==> src/sv/trgb5a3_pkg.sv <==
// Shared types, constants and channel scaling tables for the tiled RGB5A3 decoder.
`default_nettype none

package trgb5a3_pkg;

  localparam int DIM_W   = 11;  // width of the image size registers
  localparam int COORD_W = 10;  // width of a pixel coordinate

  localparam logic [DIM_W-1:0] MAX_DIM     = 11'd1024;
  localparam logic [DIM_W-1:0] TILE_STEP   = 11'd4;
  localparam logic [1:0]       TILE_LAST   = 2'd3;    // last column/row inside a tile
  localparam int               FMT_BIT     = 15;      // set: RGB555, clear: RGB444A3
  localparam logic [7:0]       ALPHA_OPAQUE = 8'd255;

  localparam logic [DIM_W-1:0] RESET_WIDTH  = 11'd96;
  localparam logic [DIM_W-1:0] RESET_HEIGHT = 11'd32;

  // Register index codes (paddr[2])
  localparam logic REG_WIDTH  = 1'b0;
  localparam logic REG_HEIGHT = 1'b1;

  typedef struct packed {
    logic [15:0] pixel_word;
    logic        start_image;
  } texel_t;

  typedef struct packed {
    logic [COORD_W-1:0] pixel_x;
    logic [COORD_W-1:0] pixel_y;
    logic [7:0]         red;
    logic [7:0]         green;
    logic [7:0]         blue;
    logic [7:0]         alpha;
  } pixel_t;

  // Position of the texel being taken, and whether it lies inside the image
  typedef struct packed {
    logic [COORD_W-1:0] x;
    logic [COORD_W-1:0] y;
    logic               hit;
  } walk_pos_t;

  // floor(v * 255 / 31)
  function automatic logic [7:0] scale5(input logic [4:0] v);
    logic [7:0] s;
    case (v)
      5'd0:  s = 8'd0;    5'd1:  s = 8'd8;    5'd2:  s = 8'd16;   5'd3:  s = 8'd24;
      5'd4:  s = 8'd32;   5'd5:  s = 8'd41;   5'd6:  s = 8'd49;   5'd7:  s = 8'd57;
      5'd8:  s = 8'd65;   5'd9:  s = 8'd74;   5'd10: s = 8'd82;   5'd11: s = 8'd90;
      5'd12: s = 8'd98;   5'd13: s = 8'd106;  5'd14: s = 8'd115;  5'd15: s = 8'd123;
      5'd16: s = 8'd131;  5'd17: s = 8'd139;  5'd18: s = 8'd148;  5'd19: s = 8'd156;
      5'd20: s = 8'd164;  5'd21: s = 8'd172;  5'd22: s = 8'd180;  5'd23: s = 8'd189;
      5'd24: s = 8'd197;  5'd25: s = 8'd205;  5'd26: s = 8'd213;  5'd27: s = 8'd222;
      5'd28: s = 8'd230;  5'd29: s = 8'd238;  5'd30: s = 8'd246;  default: s = 8'd255;
    endcase
    return s;
  endfunction

  // v * 255 / 15 is exactly v * 17
  function automatic logic [7:0] scale4(input logic [3:0] v);
    return {v, v};
  endfunction

  // floor(v * 255 / 7)
  function automatic logic [7:0] scale3(input logic [2:0] v);
    logic [7:0] s;
    case (v)
      3'd0: s = 8'd0;
      3'd1: s = 8'd36;
      3'd2: s = 8'd72;
      3'd3: s = 8'd109;
      3'd4: s = 8'd145;
      3'd5: s = 8'd182;
      3'd6: s = 8'd218;
      default: s = 8'd255;
    endcase
    return s;
  endfunction

endpackage

`default_nettype wire

==> src/sv/trgb5a3_walk.sv <==
// Tile walk position tracker: 4x4 tiles, row of tiles by row of tiles.
`default_nettype none

module trgb5a3_walk
  import trgb5a3_pkg::*;
(
  input  wire logic             clk,
  input  wire logic             rst,
  input  wire logic             advance,      // texel taken this cycle
  input  wire logic             start_image,  // texel is pixel 0,0
  input  wire logic [DIM_W-1:0] image_width,
  input  wire logic [DIM_W-1:0] image_height,
  output walk_pos_t             pos
);

  logic [COORD_W-1:0] tile_col_base, tile_col_base_next;
  logic [COORD_W-1:0] tile_row_base, tile_row_base_next;
  logic [1:0]         in_tile_col, in_tile_col_next;
  logic [1:0]         in_tile_row, in_tile_row_next;

  logic [COORD_W-1:0] cur_col, cur_row;
  logic [1:0]         cur_icol, cur_irow;
  logic [DIM_W-1:0]   w, h, col_sum, row_sum;

  always_comb begin
    w = (image_width  > MAX_DIM) ? MAX_DIM : image_width;
    h = (image_height > MAX_DIM) ? MAX_DIM : image_height;

    cur_col  = start_image ? '0 : tile_col_base;
    cur_row  = start_image ? '0 : tile_row_base;
    cur_icol = start_image ? '0 : in_tile_col;
    cur_irow = start_image ? '0 : in_tile_row;

    // bases are tile aligned, so the in-tile offset never carries
    pos.x   = cur_col + COORD_W'(cur_icol);
    pos.y   = cur_row + COORD_W'(cur_irow);
    pos.hit = ({1'b0, pos.x} < w) && ({1'b0, pos.y} < h);

    col_sum = {1'b0, cur_col} + TILE_STEP;
    row_sum = {1'b0, cur_row} + TILE_STEP;

    tile_col_base_next = cur_col;
    tile_row_base_next = cur_row;
    in_tile_col_next   = cur_icol + 2'd1;
    in_tile_row_next   = cur_irow;
    if (cur_icol == TILE_LAST) begin
      in_tile_row_next = cur_irow + 2'd1;
      if (cur_irow == TILE_LAST) begin
        if (col_sum >= w) begin
          tile_col_base_next = '0;
          tile_row_base_next = (row_sum >= h) ? '0 : row_sum[COORD_W-1:0];
        end else begin
          tile_col_base_next = col_sum[COORD_W-1:0];
        end
      end
    end
  end

  always_ff @(posedge clk) begin
    if (rst) begin
      tile_col_base <= '0;
      tile_row_base <= '0;
      in_tile_col   <= '0;
      in_tile_row   <= '0;
    end else if (advance) begin
      tile_col_base <= tile_col_base_next;
      tile_row_base <= tile_row_base_next;
      in_tile_col   <= in_tile_col_next;
      in_tile_row   <= in_tile_row_next;
    end
  end

endmodule

`default_nettype wire

==> src/sv/tiled_rgb5a3_to_rgba_decoder.sv <==
// Top level: tiled RGB5A3 texel stream to RGBA8888 pixels with coordinates.
`default_nettype none

// Takes one 16-bit texel per clock on the texel channel and returns decoded
// RGBA pixels with their x,y position on the pixel channel. Texels arrive in
// 4x4 tiles, tiles left to right then tile row by tile row; start_image puts
// a texel at pixel 0,0. Texels outside image_width x image_height (padding)
// advance the walk but yield no pixel. Sustained rate is one texel per cycle,
// absent a pixel stall, through the input and result registers of the
// two-stage pipeline. A stall on the pixel side backs up through both stages,
// so up to two pixels may be held while the texel side stalls. Sizes above
// 1024 act as 1024. Configuration is over an APB port: image_width at 0x0,
// image_height at 0x4, 11 bits each, reset 96 and 32; write only while idle.

module tiled_rgb5a3_to_rgba_decoder
  import trgb5a3_pkg::*;
(
  input  wire logic        clk,
  input  wire logic        rst,
  // texel transaction in
  input  wire logic        texel_valid,
  output logic             texel_stall,
  input  wire texel_t      texel,
  // pixel transaction out
  output logic             pixel_valid,
  input  wire logic        pixel_stall,
  output pixel_t           pixel,
  // APB configuration
  input  wire logic        psel,
  input  wire logic        penable,
  input  wire logic        pwrite,
  input  wire logic [2:0]  paddr,
  input  wire logic [31:0] pwdata,
  output logic [31:0]      prdata,
  output logic             pready
);

  // ---------------- configuration registers ----------------
  logic [DIM_W-1:0] image_width, image_height;
  logic             cfg_write;

  assign pready    = 1'b1;
  assign cfg_write = psel && penable && pwrite;

  always_ff @(posedge clk) begin
    if (rst) begin
      image_width  <= RESET_WIDTH;
      image_height <= RESET_HEIGHT;
    end else if (cfg_write) begin
      unique case (paddr[2])
        REG_WIDTH:  image_width  <= pwdata[DIM_W-1:0];
        REG_HEIGHT: image_height <= pwdata[DIM_W-1:0];
        default: ;
      endcase
    end
  end

  always_comb begin
    unique case (paddr[2])
      REG_WIDTH:  prdata = {{(32-DIM_W){1'b0}}, image_width};
      REG_HEIGHT: prdata = {{(32-DIM_W){1'b0}}, image_height};
      default:    prdata = '0;
    endcase
  end

  // ---------------- pipeline flow control ----------------
  // Stage 1 holds the texel and its position; stage 2 is the pixel register.
  logic s1_valid;
  logic out_free, s1_free, texel_take;

  assign out_free    = !pixel_valid || !pixel_stall;
  assign s1_free     = !s1_valid || out_free;
  assign texel_stall = !s1_free;
  assign texel_take  = texel_valid && s1_free;

  // ---------------- tile walk ----------------
  walk_pos_t pos;

  trgb5a3_walk u_walk (
    .clk          (clk),
    .rst          (rst),
    .advance      (texel_take),
    .start_image  (texel.start_image),
    .image_width  (image_width),
    .image_height (image_height),
    .pos          (pos)
  );

  // ---------------- stage 1: input register ----------------
  // Only texels inside the image enter; padding texels drop here.
  logic [15:0]        s1_word;
  logic [COORD_W-1:0] s1_x, s1_y;

  always_ff @(posedge clk) begin
    if (rst) begin
      s1_valid <= 1'b0;
    end else if (s1_free) begin
      s1_valid <= texel_take && pos.hit;
    end
  end

  always_ff @(posedge clk) begin
    if (texel_take) begin
      s1_word <= texel.pixel_word;
      s1_x    <= pos.x;
      s1_y    <= pos.y;
    end
  end

  // ---------------- color decode ----------------
  pixel_t decoded;

  always_comb begin
    decoded.pixel_x = s1_x;
    decoded.pixel_y = s1_y;
    if (s1_word[FMT_BIT]) begin
      // RGB555, opaque
      decoded.red   = scale5(s1_word[14:10]);
      decoded.green = scale5(s1_word[9:5]);
      decoded.blue  = scale5(s1_word[4:0]);
      decoded.alpha = ALPHA_OPAQUE;
    end else begin
      // RGB444 with 3-bit alpha; bit 3 unused
      decoded.red   = scale4(s1_word[15:12]);
      decoded.green = scale4(s1_word[11:8]);
      decoded.blue  = scale4(s1_word[7:4]);
      decoded.alpha = scale3(s1_word[2:0]);
    end
  end

  // ---------------- stage 2: result register ----------------
  always_ff @(posedge clk) begin
    if (rst) begin
      pixel_valid <= 1'b0;
    end else if (out_free) begin
      pixel_valid <= s1_valid;
    end
  end

  always_ff @(posedge clk) begin
    if (out_free && s1_valid) begin
      pixel <= decoded;
    end
  end

endmodule

`default_nettype wire
==> config.mk <==
export PLATFORM = sky130hd
export DESIGN_NAME = tiled_rgb5a3_to_rgba_decoder
export DESIGN_NICKNAME = d
export VERILOG_FILES = /design/src/sv/trgb5a3_pkg.sv /design/src/sv/trgb5a3_walk.sv /design/src/sv/tiled_rgb5a3_to_rgba_decoder.sv
export SDC_FILE = /design/constraint.sdc
export NUM_CORES = 1
export LEC_CHECK = 0
export BUFFER_PORTS_ARGS = -buffer_cell sky130_fd_sc_hd__buf_4
export CAP_MARGIN = 20
export CORE_MARGIN = 1
export CORE_UTILIZATION = 56
export DETAILED_ROUTE_END_ITERATION = 7
export GPL_TIMING_DRIVEN = 0
export MAX_ROUTING_LAYER = met4
export PLACE_DENSITY = 0.8
export SYNTH_ARGS = -nofsm -noshare
export SYNTH_HDL_FRONTEND = slang
export SYNTH_SLANG_ARGS = --single-unit
==> constraint.sdc <==
create_clock -name clk -period 6.94 [get_ports clk]
set_clock_uncertainty 0.15 [all_clocks]
set_input_delay 1.388 -clock clk [delete_from_list [all_inputs] [get_ports clk]]
set_output_delay 1.388 -clock clk [all_outputs]
set_load 0.05 [all_outputs]
# After elaboration in Yosys (flattened, before gate mapping)
# Memory sizes are Yosys's and may differ from the RTL's. A register that Yosys moved wholly into a read port is not among the register bits.
# Cells that the tools add are included.
word_totals:
  regBits: 136
  rom_bits: 768
  input_bits: 59
  out_inout_bits: 87
  elab_cells: 77
  memories: 3
op_classes:
  add_sub_neg: 6
  magnitude_cmp: 6
  n_eq_ne: 8
  mux: 20
  n_bitwise: 1
  n_reduce_logical: 15
memory_table:
  columns: ["memory", "depth", "width", "read_ports", "rd_ports_with_merged_regs", "write_ports", "line_no", "text"]
  rows:
  - ["(no name shown)", 32, 8, 1, 1, 0, "trgb5a3_pkg.sv:46", "case (v)"]
  - ["(no name shown)", 32, 8, 1, 1, 0, "trgb5a3_pkg.sv:46", null]
  - ["(no name shown)", 32, 8, 1, 1, 0, "trgb5a3_pkg.sv:46", null]
ops:
  columns: ["op", "count"]
  rows:
  - ["$mux W10", 9]
  - ["$pmux W32 S2", 1]
  - ["$pmux W8 S7", 1]
  - ["$mux W31", 1]
  - ["$add A10 B3 Y11 const B", 2]
  - ["$ge A11 B11 Y1", 2]
  - ["$gt A11 B11 Y1 const B", 2]
  - ["$lt A10 B11 Y1", 2]
  - ["$mux W11", 2]
  - ["$add A10 B2 Y10", 2]
  - ["$mux W5", 3]
  - ["$eq A3 B3 Y1 const B", 3]
  - ["$eq A3 B2 Y1 const B", 2]
  - ["$logic_and A1 B1 Y1", 6]
  - ["$mux W2", 3]
  - ["$add A2 B1 Y2 const B", 2]
  - ["$eq A2 B2 Y1 const B", 2]
  - ["$logic_not A1 Y1", 4]
  - ["$reduce_and A2 Y1", 2]
  - ["$eq A3 B1 Y1 const B", 1]
  - ["$logic_not A3 Y1", 1]
  - ["$logic_or A1 B1 Y1", 2]
  - ["$not A1 Y1", 1]

# Longest topological paths before layout
logic_depth:
  ltp_word: 7
  depth_mapped: 15
  depth_no_buf: 14

# Modules after synthesis
# A second synthesis with hierarchy kept.
hier_totals:
  hier_cells: 795
  area_unflattened_um2: 8015.2
modules_own_cells:
  columns: ["mod", "instances", "cells_per_inst", "area_per_inst_um2", "seq_area_each_um2"]
  rows:
  - ["tiled_rgb5a3_to_rgba_decoder", 1, 451, 5293.8, 3513.4]
  - ["trgb5a3_walk", 1, 344, 2721.4, 480.5]

# Worst setup path after synthesis
# Ideal clock, no wire load.
synth_timing:
  path_type: "input -> register"
  startpoint: "input pixel_stall"
  endpoint: "register pixel[0] (netlist bit), enable pin"
  setup_time_ns: 0.530
  arrival_time_ns: 4.982
  t_required_ns: 6.260
  path_slack_ns: 1.277
  cell_stages: 1
  path_buffers: 0
  path_cell_list: "a21boi_0"
synth_between:
  elab_chain_len: 3
synth_lines:
  columns: ["item", "line_no", "text"]
  rows:
  - ["start, declared", "tiled_rgb5a3_to_rgba_decoder.sv:26", "input wire logic pixel_stall,"]
  - ["$logic_not A1 Y1", "tiled_rgb5a3_to_rgba_decoder.sv:71", "assign out_free = !pixel_valid || !pixel_stall;"]
  - ["$logic_or A1 B1 Y1", "tiled_rgb5a3_to_rgba_decoder.sv:71", null]
  - ["$logic_and A1 B1 Y1", "tiled_rgb5a3_to_rgba_decoder.sv:141", "if (out_free && s1_valid) begin"]
  - ["end signal, assigned", "tiled_rgb5a3_to_rgba_decoder.sv:142", "pixel <= decoded;"]
  - ["end, declared", "tiled_rgb5a3_to_rgba_decoder.sv:27", "output pixel_t pixel,"]
# No other way between the ends.
# A chain may end at the register's enable or synchronous reset.

# Worst setup path after layout
layout_timing:
  startpoint: "input texel[0] (netlist bit)"
  endpoint: "register u_walk.tile_row_base[2]"
layout_between:
  elab_chain_len: 7
  elab_cells_between_ends: 14
  cone_classes: "add/sub (2); order compare (2); eq/ne (2); mux (8)"
layout_lines:
  columns: ["item", "line_no", "text"]
  rows:
  - ["start, declared", "tiled_rgb5a3_to_rgba_decoder.sv:23", "input wire texel_t texel,"]
  - ["$mux W10", "trgb5a3_walk.sv:30", "cur_row = start_image ? '0 : tile_row_base;"]
  - ["$add A10 B3 Y11", "trgb5a3_walk.sv:40", "row_sum = {1'b0, cur_row} + TILE_STEP;"]
  - ["$ge A11 B11 Y1", "trgb5a3_walk.sv:51", "tile_row_base_next = (row_sum >= h) ? '0 : row_sum[COORD_W-1:0];"]
  - ["$mux W10", "trgb5a3_walk.sv:51", null]
  - ["$mux W10", "trgb5a3_walk.sv:49", "if (col_sum >= w) begin"]
  - ["$mux W10", "trgb5a3_walk.sv:48", "if (cur_irow == TILE_LAST) begin"]
  - ["$mux W10 (*)", "trgb5a3_walk.sv:46", "if (cur_icol == TILE_LAST) begin"]
  - ["end signal, assigned", "trgb5a3_walk.sv:67", "tile_row_base <= tile_row_base_next;"]
  - ["end, declared", "trgb5a3_walk.sv:17", "logic [COORD_W-1:0] tile_row_base, tile_row_base_next;"]
# Mark *: on every way between the ends. The rest lies on a longest branch, timed or not.

==> impl_metrics.tcl <==
set metrics [dict create \
    clockBufferDepth 2 \
    ys_async_sr_fraction 0 \
    holdBufCountCts 0 \
    drtAntennaViolNets 0 \
    drt_wl_total_mm 17.31 \
    crit_path_end_kind "flip-flop" \
    cts_root_buffer "clkbuf_16" \
    drt_iter0_drc 405 \
    r2r_start "u_walk.tile_col_base[2]" \
    coreArea_um2 13830 \
    port_buffers 100 \
    post_cts_buffers 0 \
    yosysTopAreaCell "edfxtp_1" \
    dp_cells 1062 \
    clk_latency_ns 0.44 \
    rr_worst_depth 13 \
    use_met2 0.4131 \
    vdd_drop_max_uv 175.9 \
    fin_cells 1094 \
    ys_seq_area_frac 0.5058 \
    relSlewSlack 0.2829 \
    wl_per_cell_um 15.82 \
    yosys.cell_types.count 70 \
    cp.required_ns 7.12 \
    dp_hpwl_mm 12.85 \
    arrival_ns 5.13 \
    hp-class "flip-flop to flip-flop" \
    ys_seq_elements 157 \
    ys.warnings.count 0 \
    use_met1 0.3060 \
    postLayoutCellArea_um2 9642 \
    place_area_um2 8986 \
    grt_usage 0.2557 \
    synth.top_cells.by_area "edfxtp_1 (32%), dfxtp_1 (18%), ha_1 (7.6%), nand2_1 (6.9%), a21oi_1 (2.9%)" \
    setup_viol 0 \
    holdWs_ns 0.2677 \
    start_util 0.5711 \
    whs_endpoint "pixel[34]" \
    syn_inst 761 \
    avgSynthCellArea_um2 10.38 \
    yosys_most_used_dff "edfxtp_1" \
    io_pins 146 \
    start_kind "input pin" \
    cp_cell_sequence "buf_4 -> buf_2 -> buf_1 -> buf_1 -> nor2_1 -> ha_1 -> nand3_1 -> xor2_1 -> nor2_1 -> ha_1 -> and4_1 -> a221oi_1 -> a21o_1 -> nand4b_4 -> o32ai_1" \
    synthTopCellsByCount "nand2_1 (145), edfxtp_1 (85), dfxtp_1 (72)" \
    clk_pin_slew_ns 0.06 \
    clkSinkCount 157 \
    outcome "complete, no violations" \
    post-route-util 0.6973 \
    min_period_over_period 0.7124 \
    power.density_nw_per_um2 248.6 \
    hold_start "s1_y[2]" \
    grt_util_met3 0.05566 \
    drv_slew 0 \
    cts_max_level 4 \
    critPathSlowestCell "buf_1" \
    fmax_ghz 0.2023 \
    cts_tree "yes" \
    vias 5945 \
    finalCriticalPeriod_ns 4.944 \
    setup.worst_path.class "input pin to flip-flop" \
    hold-path-cell-count 0 \
    hold_viol 0 \
    ctsResizeCount 0 \
    die_h_um 120.7 \
    area_growth_pct 22.10 \
    grt_pass1_wl_mm 27.43 \
    fill_cells 1015 \
    regToRegEndpoint "u_walk.tile_row_base[3]" \
    syn_area_um2 7896 \
    grt_max_degree 46 \
    dr.pass1.iters 5 \
    reg2reg_slack_ns 3.32 \
    fp-row-count 43 \
    numCtsBuffers 17 \
    antenna_found_initial 0 \
    dieArea_um2 14580 \
    synth_top_area_frac 0.3232 \
    synth_most_common_cell "nand2_1" \
    die_w_um 120.7 \
    gr-total-overflow 0 \
    leakagePower_nw 4.131 \
    drc_errors 0 \
    layout-drive-gt1-share 0.2210 \
    grt.busiest_layer "met2" \
    worst_pin_slew_ns 1.076 \
    grt_pass1_vias 5498 \
    diodes 0 \
    rsz0062_at_grt "no" \
    critPathMaxStageDelay_ns 0.52 \
    finalNetCount 1010 \
    vias_per_cell 5.434 \
    place_congestion 0.8845 \
    drv_cap 0 \
    cp_max_fo 10 \
    synth-edff-count 85 \
]
-- layout by cell type (no fill, tap or decap), types with 5 or more instances in the layout --
master and instances:
nand2_1 145, buf_4 125, edfxtp_1 85, dfxtp_1 72
ha_1 48, a21oi_1 46, nor2_1 34, inv_1 26
o21ai_0 23, nor2b_1 22, conb_1 22, nand2b_1 21
clkbuf_1 18, clkbuf_16 18, xnor2_1 14, nand3_1 13
xor2_1 12, a31oi_1 12, mux2_2 10, o22ai_1 9
a21o_1 9, and3_1 8, a211oi_1 7, nand4_1 6
mux2i_1 6, mux2i_4 5, o21bai_1 5
-- worst max-delay path, delay by kind of cell --
family | cells | cell delay [ns]
simple gates | 5 | 0.73
buf+inv | 4 | 1.30
fa+ha+maj | 2 | 0.63
xor+xnor | 1 | 0.19
compound gates | 3 | 0.89
-- logic make-up (layout without fill, tap and decap cells) --
kind of cell	Yosys count	in the layout	share of synthesized area
AOI/OAI and AO/OA	140	140	0.1155
xor gates and xnor gates	26	26	0.02884
adders and majority gates	50	50	0.08113
buffers and inverters	80	213	0.05387
DFF	157	157	0.5058
muxes	26	26	0.04500
other	2	22	0.0009511
and+or+nand+nor	280	280	0.1689
-- report_power, final --
group	leakage, nW	switching, W	total, W	internal [W]
registers	1.41	0.0000206	0.00106	0.00104
logic	2.40	0.000207	0.000310	0.000103
clock network	0.319	0.000397	0.00103	0.000634
-- how the worst max path moves through the flow --
stage	startpoint	endpoint	depth (start not counted)
2_1_floorplan	pixel_stall	pixel[0]	1
3_3_place_gp	pixel_stall	pixel[27]	2
3_5_place_dp	texel[0]	u_walk.tile_row_base[2]	15
4_1_cts	texel[0]	u_walk.tile_row_base[2]	15
5_1_grt	texel[0]	u_walk.tile_row_base[2]	15
6_report	texel[0]	u_walk.tile_row_base[2]	15
-- metal layers --
| layer | part of all wire | vias up |
|---|---|---|
| met2 | 0.48 | 256 |
| met1 | 0.43 | 2715 |
| met3 | 0.066 | 49 |
| li1 | - | 2925 |
| met5 | 0 | - |
| met4 | 0.024 | 0 |
-- layout make-up --
cell class	count	area, µm²	share of cell area
Clock inverter	13	201.4	0.02089
Multi-Input combinational cell	544	3563	0.3696
Buffer	51	314.1	0.03257
Clock buffer	19	454.2	0.04711
Timing Repair Buffer	101	778.2	0.08072
Tap cell	180	225.2	0.02336
Inverter	29	111.4	0.01155
Sequential cell	157	3994	0.4142
-- stage by stage --
step / power [W] / worst slack (ns) / TNS (ns)
finish: 0.002397 / 1.996 / 0
global route: 0.002472 / 1.852 / 0
CTS: 0.002405 / 2.150 / 0
detailed placement: 0.001384 / 1.718 / 0
global placement: 0.001378 / -0.2403 / -11.68
floorplan: 0.001294 / 1.277 / 0
(Power assumes the default switching activity.)
